File: config.mk
export PLATFORM = sky130hd
export DESIGN_NAME = tdma_slot_timer_sync_core
export DESIGN_NICKNAME = d
export VERILOG_FILES = /design/src/design/tsts_pkg.sv /design/src/design/tsts_cfg_regs.sv /design/src/design/tsts_front.sv /design/src/design/tsts_phase.sv /design/src/design/tsts_timer.sv /design/src/design/tdma_slot_timer_sync_core.sv
export SDC_FILE = /design/constraint.sdc
export NUM_CORES = 1
export LEC_CHECK = 0
export BUFFER_PORTS_ARGS = -buffer_cell sky130_fd_sc_hd__buf_2
export CAP_MARGIN = 20
export CORE_ASPECT_RATIO = 1.2
export CORE_MARGIN = 2
export CORE_UTILIZATION = 56
export CTS_BUF_LIST = sky130_fd_sc_hd__clkbuf_4 sky130_fd_sc_hd__clkbuf_8
export DETAILED_ROUTE_END_ITERATION = 10
export PLACE_DENSITY = 0.76
export SKIP_CTS_REPAIR_TIMING = 1
export SKIP_LAST_GASP = 1
export SLEW_MARGIN = 20
export SYNTH_ARGS = -nofsm -noshare
export SYNTH_HDL_FRONTEND = slang
export SYNTH_SLANG_ARGS = --single-unit
File: constraint.sdc
create_clock -name clk -period 23 [get_ports clk]
set_input_delay 4.6 -clock clk [delete_from_list [all_inputs] [get_ports clk]]
set_output_delay 4.6 -clock clk [all_outputs]
set_load 0.1 [all_outputs]
File: src/design/tsts_pkg.sv
// Shared constants and types for the TDMA slot timer sync pipeline.
package tsts_pkg;

  localparam int PERIOD_BITS = 16;
  localparam int TU_SHIFT    = 10;
  localparam int MOD_W       = PERIOD_BITS + TU_SHIFT;
  localparam int SLOT_W      = PERIOD_BITS + 1;
  localparam int TBTT_W      = 32 + TU_SHIFT;
  localparam int IVAL_W      = 16;
  localparam int PULL_W      = 11;
  localparam int SPAN_W      = 25;
  localparam int CFG_IDX_W   = 3;
  localparam int CFG_DATA_W  = 20;

  localparam logic [19:0] SLOT_LENGTH_RST = 20'd10000;
  localparam logic [15:0] GUARD_TIME_RST  = 16'd0;
  localparam logic [3:0]  SLOT_COUNT_RST  = 4'd2;
  localparam logic [15:0] DBA_PREP_RST    = 16'd0;
  localparam logic [15:0] SWBA_PREP_RST   = 16'd0;

  typedef enum logic [CFG_IDX_W-1:0] {
    REG_SLOT_LENGTH = 3'd0,
    REG_GUARD_TIME  = 3'd1,
    REG_SLOT_COUNT  = 3'd2,
    REG_DBA_PREP    = 3'd3,
    REG_SWBA_PREP   = 3'd4
  } cfg_reg_t;

  typedef struct packed {
    logic [19:0] slot_length_us;
    logic [15:0] guard_time_us;
    logic [3:0]  slot_count;
    logic [15:0] dba_prep_time;
    logic [15:0] swba_prep_time;
  } cfg_t;

  // front end -> phase error
  typedef struct packed {
    logic              valid;
    logic [MOD_W-1:0]  nextslot;
    logic [IVAL_W-1:0] ival;
    logic [TBTT_W-1:0] tbtt;
  } front_t;

  // phase error -> timer update
  typedef struct packed {
    logic                   valid;
    logic [PERIOD_BITS-1:0] slot;
    logic                   inc;
    logic [PULL_W-1:0]      pull;
    logic [IVAL_W-1:0]      ival;
    logic [31:0]            tbtt_tu;
  } phase_t;

endpackage

File: src/design/tsts_cfg_regs.sv
// Configuration register file with write decode and reset values.
module tsts_cfg_regs import tsts_pkg::*; (
  input  logic                  clk,
  input  logic                  rst,
  input  logic                  cfg_write,
  input  logic [CFG_IDX_W-1:0]  cfg_index,
  input  logic [CFG_DATA_W-1:0] cfg_data,
  output cfg_t                  cfg
);

  cfg_t regs;

  always_ff @(posedge clk) begin
    if (rst) begin
      regs.slot_length_us <= SLOT_LENGTH_RST;
      regs.guard_time_us  <= GUARD_TIME_RST;
      regs.slot_count     <= SLOT_COUNT_RST;
      regs.dba_prep_time  <= DBA_PREP_RST;
      regs.swba_prep_time <= SWBA_PREP_RST;
    end else if (cfg_write) begin
      unique case (cfg_reg_t'(cfg_index))
        REG_SLOT_LENGTH: regs.slot_length_us <= cfg_data[19:0];
        REG_GUARD_TIME:  regs.guard_time_us  <= cfg_data[15:0];
        REG_SLOT_COUNT:  regs.slot_count     <= cfg_data[3:0];
        REG_DBA_PREP:    regs.dba_prep_time  <= cfg_data[15:0];
        REG_SWBA_PREP:   regs.swba_prep_time <= cfg_data[15:0];
        default: ;
      endcase
    end
  end

  assign cfg = regs;

endmodule

File: src/design/tsts_front.sv
// Stages 1-3: beacon interval from config and next slot time.
module tsts_front import tsts_pkg::*; (
  input  logic        clk,
  input  logic        rst,
  input  logic        en,
  input  cfg_t        cfg,
  input  logic        in_valid,
  input  logic [63:0] rx_timestamp_us,
  input  logic [15:0] frame_airtime_us,
  input  logic [63:0] next_tbtt_us,
  output front_t      front
);

  // stage 1
  logic              v1;
  logic [SPAN_W-1:0] span1;
  logic [31:0]       rel1;
  logic [TBTT_W-1:0] tbtt1;
  // stage 2
  logic              v2;
  logic [IVAL_W-1:0] ival2;
  logic [31:0]       rel2;
  logic [TBTT_W-1:0] tbtt2;
  // stage 3
  logic              v3;
  logic [MOD_W-1:0]  nextslot3;
  logic [IVAL_W-1:0] ival3;
  logic [TBTT_W-1:0] tbtt3;

  logic [20:0]       sum_us;
  logic [SPAN_W-1:0] span_next;
  logic [25:0]       span_round;
  logic [IVAL_W-1:0] tu;
  logic [IVAL_W-1:0] ival_next;
  logic [31:0]       ns_next;

  // only the low 26 bits of the slot time reach any result
  always_comb begin
    sum_us     = {1'b0, cfg.slot_length_us} + {5'b0, cfg.guard_time_us};
    span_next  = {4'b0, sum_us} * {21'b0, cfg.slot_count};
    span_round = {1'b0, span1} + 26'd1023;
    tu         = span_round[25:10];
    ival_next  = tu + {15'b0, tu[0]};
    ns_next    = rel2 + {7'b0, ival2, 9'b0};
  end

  always_ff @(posedge clk) begin
    if (rst) begin
      v1 <= 1'b0;
      v2 <= 1'b0;
      v3 <= 1'b0;
    end else if (en) begin
      v1 <= in_valid;
      v2 <= v1;
      v3 <= v2;
    end
  end

  always_ff @(posedge clk) begin
    if (en) begin
      span1     <= span_next;
      rel1      <= rx_timestamp_us[31:0] - {16'b0, frame_airtime_us};
      tbtt1     <= next_tbtt_us[TBTT_W-1:0];
      ival2     <= ival_next;
      rel2      <= rel1;
      tbtt2     <= tbtt1;
      nextslot3 <= ns_next[MOD_W-1:0];
      ival3     <= ival2;
      tbtt3     <= tbtt2;
    end
  end

  assign front.valid    = v3;
  assign front.nextslot = nextslot3;
  assign front.ival     = ival3;
  assign front.tbtt     = tbtt3;

endmodule

File: src/design/tsts_phase.sv
// Stages 4-5: TSF error against the programmed tbtt and forward pull.
module tsts_phase import tsts_pkg::*; (
  input  logic   clk,
  input  logic   rst,
  input  logic   en,
  input  front_t front,
  output phase_t phase
);

  logic                   v4;
  logic [31:0]            err4;
  logic [PERIOD_BITS-1:0] slot4;
  logic [IVAL_W-1:0]      ival4;
  logic [31:0]            tbttu4;

  logic                   v5;
  logic [PERIOD_BITS-1:0] slot5;
  logic                   inc5;
  logic [PULL_W-1:0]      pull5;
  logic [IVAL_W-1:0]      ival5;
  logic [31:0]            tbttu5;

  logic [31:0]       err_next;
  logic [9:0]        neg_low;
  logic [PULL_W-1:0] pull_next;

  always_comb begin
    err_next = 32'(front.nextslot) - front.tbtt[31:0];
    neg_low  = 10'd0 - err4[9:0];
    if (err4[31]) begin
      pull_next = {1'b0, neg_low};
    end else if (err4 != 32'd0) begin
      pull_next = 11'd1024 - {1'b0, err4[9:0]};
    end else begin
      pull_next = '0;
    end
  end

  always_ff @(posedge clk) begin
    if (rst) begin
      v4 <= 1'b0;
      v5 <= 1'b0;
    end else if (en) begin
      v4 <= front.valid;
      v5 <= v4;
    end
  end

  always_ff @(posedge clk) begin
    if (en) begin
      err4   <= err_next;
      slot4  <= front.nextslot[MOD_W-1:TU_SHIFT];
      ival4  <= front.ival;
      tbttu4 <= front.tbtt[TBTT_W-1:TU_SHIFT];
      slot5  <= slot4;
      inc5   <= err4 != 32'd0;
      pull5  <= pull_next;
      ival5  <= ival4;
      tbttu5 <= tbttu4;
    end
  end

  assign phase.valid   = v5;
  assign phase.slot    = slot5;
  assign phase.inc     = inc5;
  assign phase.pull    = pull5;
  assign phase.ival    = ival5;
  assign phase.tbtt_tu = tbttu5;

endmodule

File: src/design/tsts_timer.sv
// Stages 6-7: TU difference, timer write decision and output register.
module tsts_timer import tsts_pkg::*; (
  input  logic        clk,
  input  logic        rst,
  input  logic        en,
  input  cfg_t        cfg,
  input  phase_t      phase,
  output logic        out_valid,
  output logic        timer_write,
  output logic [16:0] new_tbtt_tu,
  output logic [15:0] interval_tu,
  output logic [31:0] new_dba_time,
  output logic [31:0] new_swba_time,
  output logic [16:0] new_atim_tu,
  output logic        tsf_pull,
  output logic [10:0] tsf_pull_us
);

  logic              v6;
  logic [SLOT_W-1:0] slot6;
  logic [31:0]       diff6;
  logic [IVAL_W-1:0] ival6;
  logic [PULL_W-1:0] pull6;

  logic [SLOT_W-1:0] slot_next;
  logic [31:0]       mag;
  logic              write;
  logic [31:0]       tbtt8;
  logic [31:0]       atim;

  always_comb begin
    slot_next = {1'b0, phase.slot} + {{(SLOT_W-1){1'b0}}, phase.inc};
    mag       = 32'd0 - diff6;
    // behind by less than one interval still counts as a rewrite
    write     = (diff6 != 32'd0) && (!diff6[31] || (mag < {16'b0, ival6}));
    tbtt8     = 32'(slot6) << 3;
    atim      = 32'(slot6) + 32'd1;
  end

  always_ff @(posedge clk) begin
    if (rst) begin
      v6        <= 1'b0;
      out_valid <= 1'b0;
    end else if (en) begin
      v6        <= phase.valid;
      out_valid <= v6;
    end
  end

  always_ff @(posedge clk) begin
    if (en) begin
      slot6         <= slot_next;
      diff6         <= 32'(slot_next) - phase.tbtt_tu;
      ival6         <= phase.ival;
      pull6         <= phase.pull;
      timer_write   <= write;
      new_tbtt_tu   <= write ? 17'(slot6) : 17'd0;
      interval_tu   <= ival6;
      new_dba_time  <= write ? (tbtt8 - {16'b0, cfg.dba_prep_time}) : 32'd0;
      new_swba_time <= write ? (tbtt8 - {16'b0, cfg.swba_prep_time}) : 32'd0;
      new_atim_tu   <= write ? atim[16:0] : 17'd0;
      tsf_pull      <= pull6 != '0;
      tsf_pull_us   <= pull6;
    end
  end

endmodule

File: src/design/tdma_slot_timer_sync_core.sv
// TDMA slot timer sync: top level, seven-stage pipeline.
//
//  channel  direction  handshake            payload
//  in       sink       in_valid/in_ready    rx_timestamp_us, frame_airtime_us, next_tbtt_us
//  out      source     out_valid/out_ready  timer_write .. tsf_pull_us (one per request)
//  cfg      sink       cfg_write            cfg_index, cfg_data
//
// Seven register stages (interval multiply, 32-bit adds and compares per stage);
// one request enters per cycle whenever the output is empty or out_ready is high.
// Synchronous reset empties the pipeline and loads config defaults.
// When a result sits at the output and out_ready is low, every stage holds.
module tdma_slot_timer_sync_core import tsts_pkg::*; (
  input  logic                  clk,
  input  logic                  rst,
  input  logic                  cfg_write,
  input  logic [CFG_IDX_W-1:0]  cfg_index,
  input  logic [CFG_DATA_W-1:0] cfg_data,
  input  logic                  in_valid,
  output logic                  in_ready,
  input  logic [63:0]           rx_timestamp_us,
  input  logic [15:0]           frame_airtime_us,
  input  logic [63:0]           next_tbtt_us,
  output logic                  out_valid,
  input  logic                  out_ready,
  output logic                  timer_write,
  output logic [16:0]           new_tbtt_tu,
  output logic [15:0]           interval_tu,
  output logic [31:0]           new_dba_time,
  output logic [31:0]           new_swba_time,
  output logic [16:0]           new_atim_tu,
  output logic                  tsf_pull,
  output logic [10:0]           tsf_pull_us
);

  cfg_t   cfg;
  front_t front;
  phase_t phase;
  logic   adv;

  assign adv      = !out_valid || out_ready;
  assign in_ready = adv;

  tsts_cfg_regs u_cfg (
    .clk       (clk),
    .rst       (rst),
    .cfg_write (cfg_write),
    .cfg_index (cfg_index),
    .cfg_data  (cfg_data),
    .cfg       (cfg)
  );

  tsts_front u_front (
    .clk              (clk),
    .rst              (rst),
    .en               (adv),
    .cfg              (cfg),
    .in_valid         (in_valid),
    .rx_timestamp_us  (rx_timestamp_us),
    .frame_airtime_us (frame_airtime_us),
    .next_tbtt_us     (next_tbtt_us),
    .front            (front)
  );

  tsts_phase u_phase (
    .clk   (clk),
    .rst   (rst),
    .en    (adv),
    .front (front),
    .phase (phase)
  );

  tsts_timer u_timer (
    .clk           (clk),
    .rst           (rst),
    .en            (adv),
    .cfg           (cfg),
    .phase         (phase),
    .out_valid     (out_valid),
    .timer_write   (timer_write),
    .new_tbtt_tu   (new_tbtt_tu),
    .interval_tu   (interval_tu),
    .new_dba_time  (new_dba_time),
    .new_swba_time (new_swba_time),
    .new_atim_tu   (new_atim_tu),
    .tsf_pull      (tsf_pull),
    .tsf_pull_us   (tsf_pull_us)
  );

endmodule

==> flow_summary.json <==
{
  "rrSetupSlack_ns": 17.12,
  "synth_area_sq_um": 33000,
  "fin_nets": 3388,
  "yosys_warnings": 0,
  "crit_chain": "buf_2 > nor2b_1 > inv_8 > buf_2",
  "drc": 0,
  "yosys.area.top_type": "edfxtp_1",
  "critPathMostFrequentCell": "buf_2",
  "cts_buffer_depth": 3,
  "layout_commonest_cell": "edfxtp_1",
  "routabilityCongestion": 0.8977,
  "worst_pin_slew_ns": 1.081,
  "die_x_um": 225.6,
  "use_met3_pct": 2.807,
  "combPwrFrac_pct": 28.2,
  "core_sq_um": 58380,
  "antenna_found_initial": 1,
  "first_pass_iters": 6,
  "grt_start_max_net_pins": 206,
  "cts_tree": "done",
  "yosys.cell_types.count": 77,
  "path_max_fanout": 92,
  "whs_ns": 0.3988,
  "synth_enable_flop_cells": 608,
  "grtUsageMet2_pct": 35.49,
  "vias_per_cell": 5.374,
  "fin_tns_setup_ns": 0,
  "cts_buffers": 104,
  "htree_levels": 3,
  "syn_to_final_growth_pct": 12.48,
  "ir_drop_mv": 0.07878,
  "grt_pass1_wl_um": 101300,
  "finalHoldViolCount": 0,
  "grt_pass1_vias": 20770,
  "layout_common_cells": "edfxtp_1 (608), nand2_1 (263), buf_2 (239)",
  "power_report.internal_total_mw": 2.563,
  "final_util_pct": 63.59,
  "synth_ff_type": "edfxtp_1",
  "finish.instance_area_sq_um": 37120,
  "rsz0062_at_grt": "no",
  "fin_crit_sh_pct": 47.10,
  "clockRootBuffer": "clkbuf_8",
  "p_switching_mw": 1.352,
  "regArea_sq_um": 19840,
  "clock.fmax_ghz": 0.09230,
  "arrival_ns": 6.23,
  "die_h_um": 269.9,
  "vias": 20890,
  "grt.overflow.total": 0,
  "die_area_sq_um": 60900,
  "setup-violations-final": 0,
  "routedWlPerCell_um": 16.00,
  "hp-class": "register to register",
  "run_status": "finished, final reports clean",
  "place_area_sq_um": 34870,
  "slowest_stage": "nor2b_1",
  "clock-sinks": 687,
  "cp-start-kind": "primary input",
  "slowest_delay_ns": 0.64,
  "syn_nets": 3107,
  "swShare_pct": 34.54,
  "min_path_cells": 0,
  "fill_cells": 4386,
  "multi_input_area_sq_um": 11910,
  "pwr-share-clk_pct": 26.7,
  "power_density_nw_per_um2": 105.5,
  "clock_skew_ns": 0.03231,
  "drive_gt1_share_pct": 14.38,
  "reg2regPathDepth": 23,
  "drt_iter0_markers": 1359,
  "clkLatencyLatePin_ns": 0.70,
  "portBuffers": 239,
  "crit_type": "primary input to output port",
  "synthCells": 2725,
  "start_util_pct": 56.53,
  "dpl.hpwl_um": 45100,
  "seqPwrFrac_pct": 45.1,
  "synth_seq_area_share_pct": 60.11,
  "power_leakage_nw": 15.21,
  "gr-usage-met1_pct": 26.16,
  "antenna_left": 0,
  "fin_total_pwr_mw": 3.916,
  "max-cap-violations": 0,
  "synth_area_leaders": "edfxtp_1 (55%), ha_1 (6.3%), dfxtp_1 (4.8%), xnor2_1 (3.7%), nand2_1 (3.0%)",
  "synth_top_area_share_pct": 55.32,
  "syn_area_per_cell_sq_um": 12.11,
  "drv_slew": 0,
  "cp.required_ns": 18.40,
  "max-slew-margin-rel_pct": 27.95,
  "rows": 97,
  "period_needed_ns": 10.83,
  "clk_pin_slew_worst_paths_ns": 0.07,
  "num_io_pins": 301,
  "track_usage_pct": 20.68,
  "synthArstFlopShare_pct": 0,
  "grt-busiest-layer": "met2",
  "crit_path_end_kind": "output port",
  "wl_um": 62180,
  "ys_seq_elements": 687
}
[worst max-delay path, delay by kind of cell]
kind                   cells  cell delay (ns)
buffers and inverters      3             0.91
and+or+nand+nor            1             0.64
[per-layer routing]
layer,wire length [um],vias to the layer above
met3,2651,134
li1,-,10330
met1,26710,9828
met5,0,-
met2,30620,595
met4,2202,0
[logic make-up after synthesis]
family / share of synthesized area [%]
compound gates: 8.124
xor+xnor: 5.573
fa+ha+maj: 8.970
buf+inv: 3.867
flops: 60.11
mux: 0.3071
other cells: 0.01136
simple gates: 13.03
[cell usage after synthesis, types with 5 or more instances]
cell,count
a2111oi_0,6
a211oi_1,16
a21o_1,40
a21oi_1,177
a311oi_1,5
a31oi_1,20
a41oi_1,5
and2_1,56
and3_1,26
buf_4,23
buf_6,7
clkbuf_1,41
dfxtp_1,79
edfxtp_1,608
fa_1,43
ha_1,167
inv_1,230
mux2i_1,9
nand2_1,263
nand2b_1,24
nand3_1,74
nand3b_1,9
nand4_1,24
nand4b_1,7
nor2_1,200
nor2b_1,40
nor3_1,65
nor3b_1,12
nor4_1,25
o211ai_1,9
o21a_1,22
o21ai_0,58
o21bai_1,10
o311ai_0,5
o31a_1,6
or2_2,8
or3_1,21
or4_1,8
xnor2_1,141
xor2_1,69
[worst paths after layout]
kind	from	end
worst max-delay path	out_ready	in_ready
worst min register to register	u_phase.pull5[8]	u_timer.pull6[8]
worst min-delay path	u_phase.pull5[8]	u_timer.pull6[8]
worst max register to register	u_cfg.cfg[36]	u_front.span1[24]
[metrics by stage]
stage,std cells,setup slack [ns]
after CTS,3885,12.19
after global placement,3691,12.28
final,3887,12.17
after floorplan,2725,1.280
after global routing,3887,12.08
after detailed placement,3691,12.19
[power by group through the flow]
| stage | logic [mW] | clock network [mW] | registers (mW) |
|---|---|---|---|
| 2_1_floorplan | 0.564 | 0 | 2.06 |
| 3_3_place_gp | 1.06 | 0 | 1.78 |
| 3_5_place_dp | 1.09 | 0 | 1.79 |
| 4_1_cts | 1.10 | 1.08 | 1.77 |
| 5_1_grt | 1.19 | 1.13 | 1.79 |
| 6_report | 1.10 | 1.05 | 1.77 |
[area by class of cell]
| cell class | count | share of cell area [%] |
|---|---|---|
| Antenna cell | 1 | 0.006741 |
| Sequential cell | 687 | 53.44 |
| Multi-Input combinational cell | 1735 | 32.07 |
| Clock buffer | 136 | 4.621 |
| Timing Repair Buffer | 248 | 3.472 |
| Clock inverter | 58 | 1.372 |
| Tap cell | 792 | 2.669 |
| Inverter | 230 | 2.346 |
[registers in the layout, summed over array words and instances (netlist names), 16 cells and up]
| name | cells |
|---|---|
| u_cfg.cfg | 72 |
| u_front.tbtt1 | 42 |
| u_front.tbtt2 | 42 |
| u_front.tbtt3 | 42 |
| u_phase.err4 | 32 |
| u_phase.tbttu4 | 32 |
| u_phase.tbttu5 | 32 |
| u_timer.diff6 | 32 |
| u_front.nextslot3 | 26 |
| u_front.rel1 | 26 |
| u_front.rel2 | 26 |
| u_front.span1 | 25 |
| u_timer.new_dba_time | 21 |
| u_timer.new_swba_time | 21 |
| u_timer.new_atim_tu | 17 |
| u_timer.new_tbtt_tu | 17 |
| u_timer.slot6 | 17 |
| u_phase.slot4 | 16 |
| u_phase.slot5 | 16 |
Power figures use the tool's default switching activity.
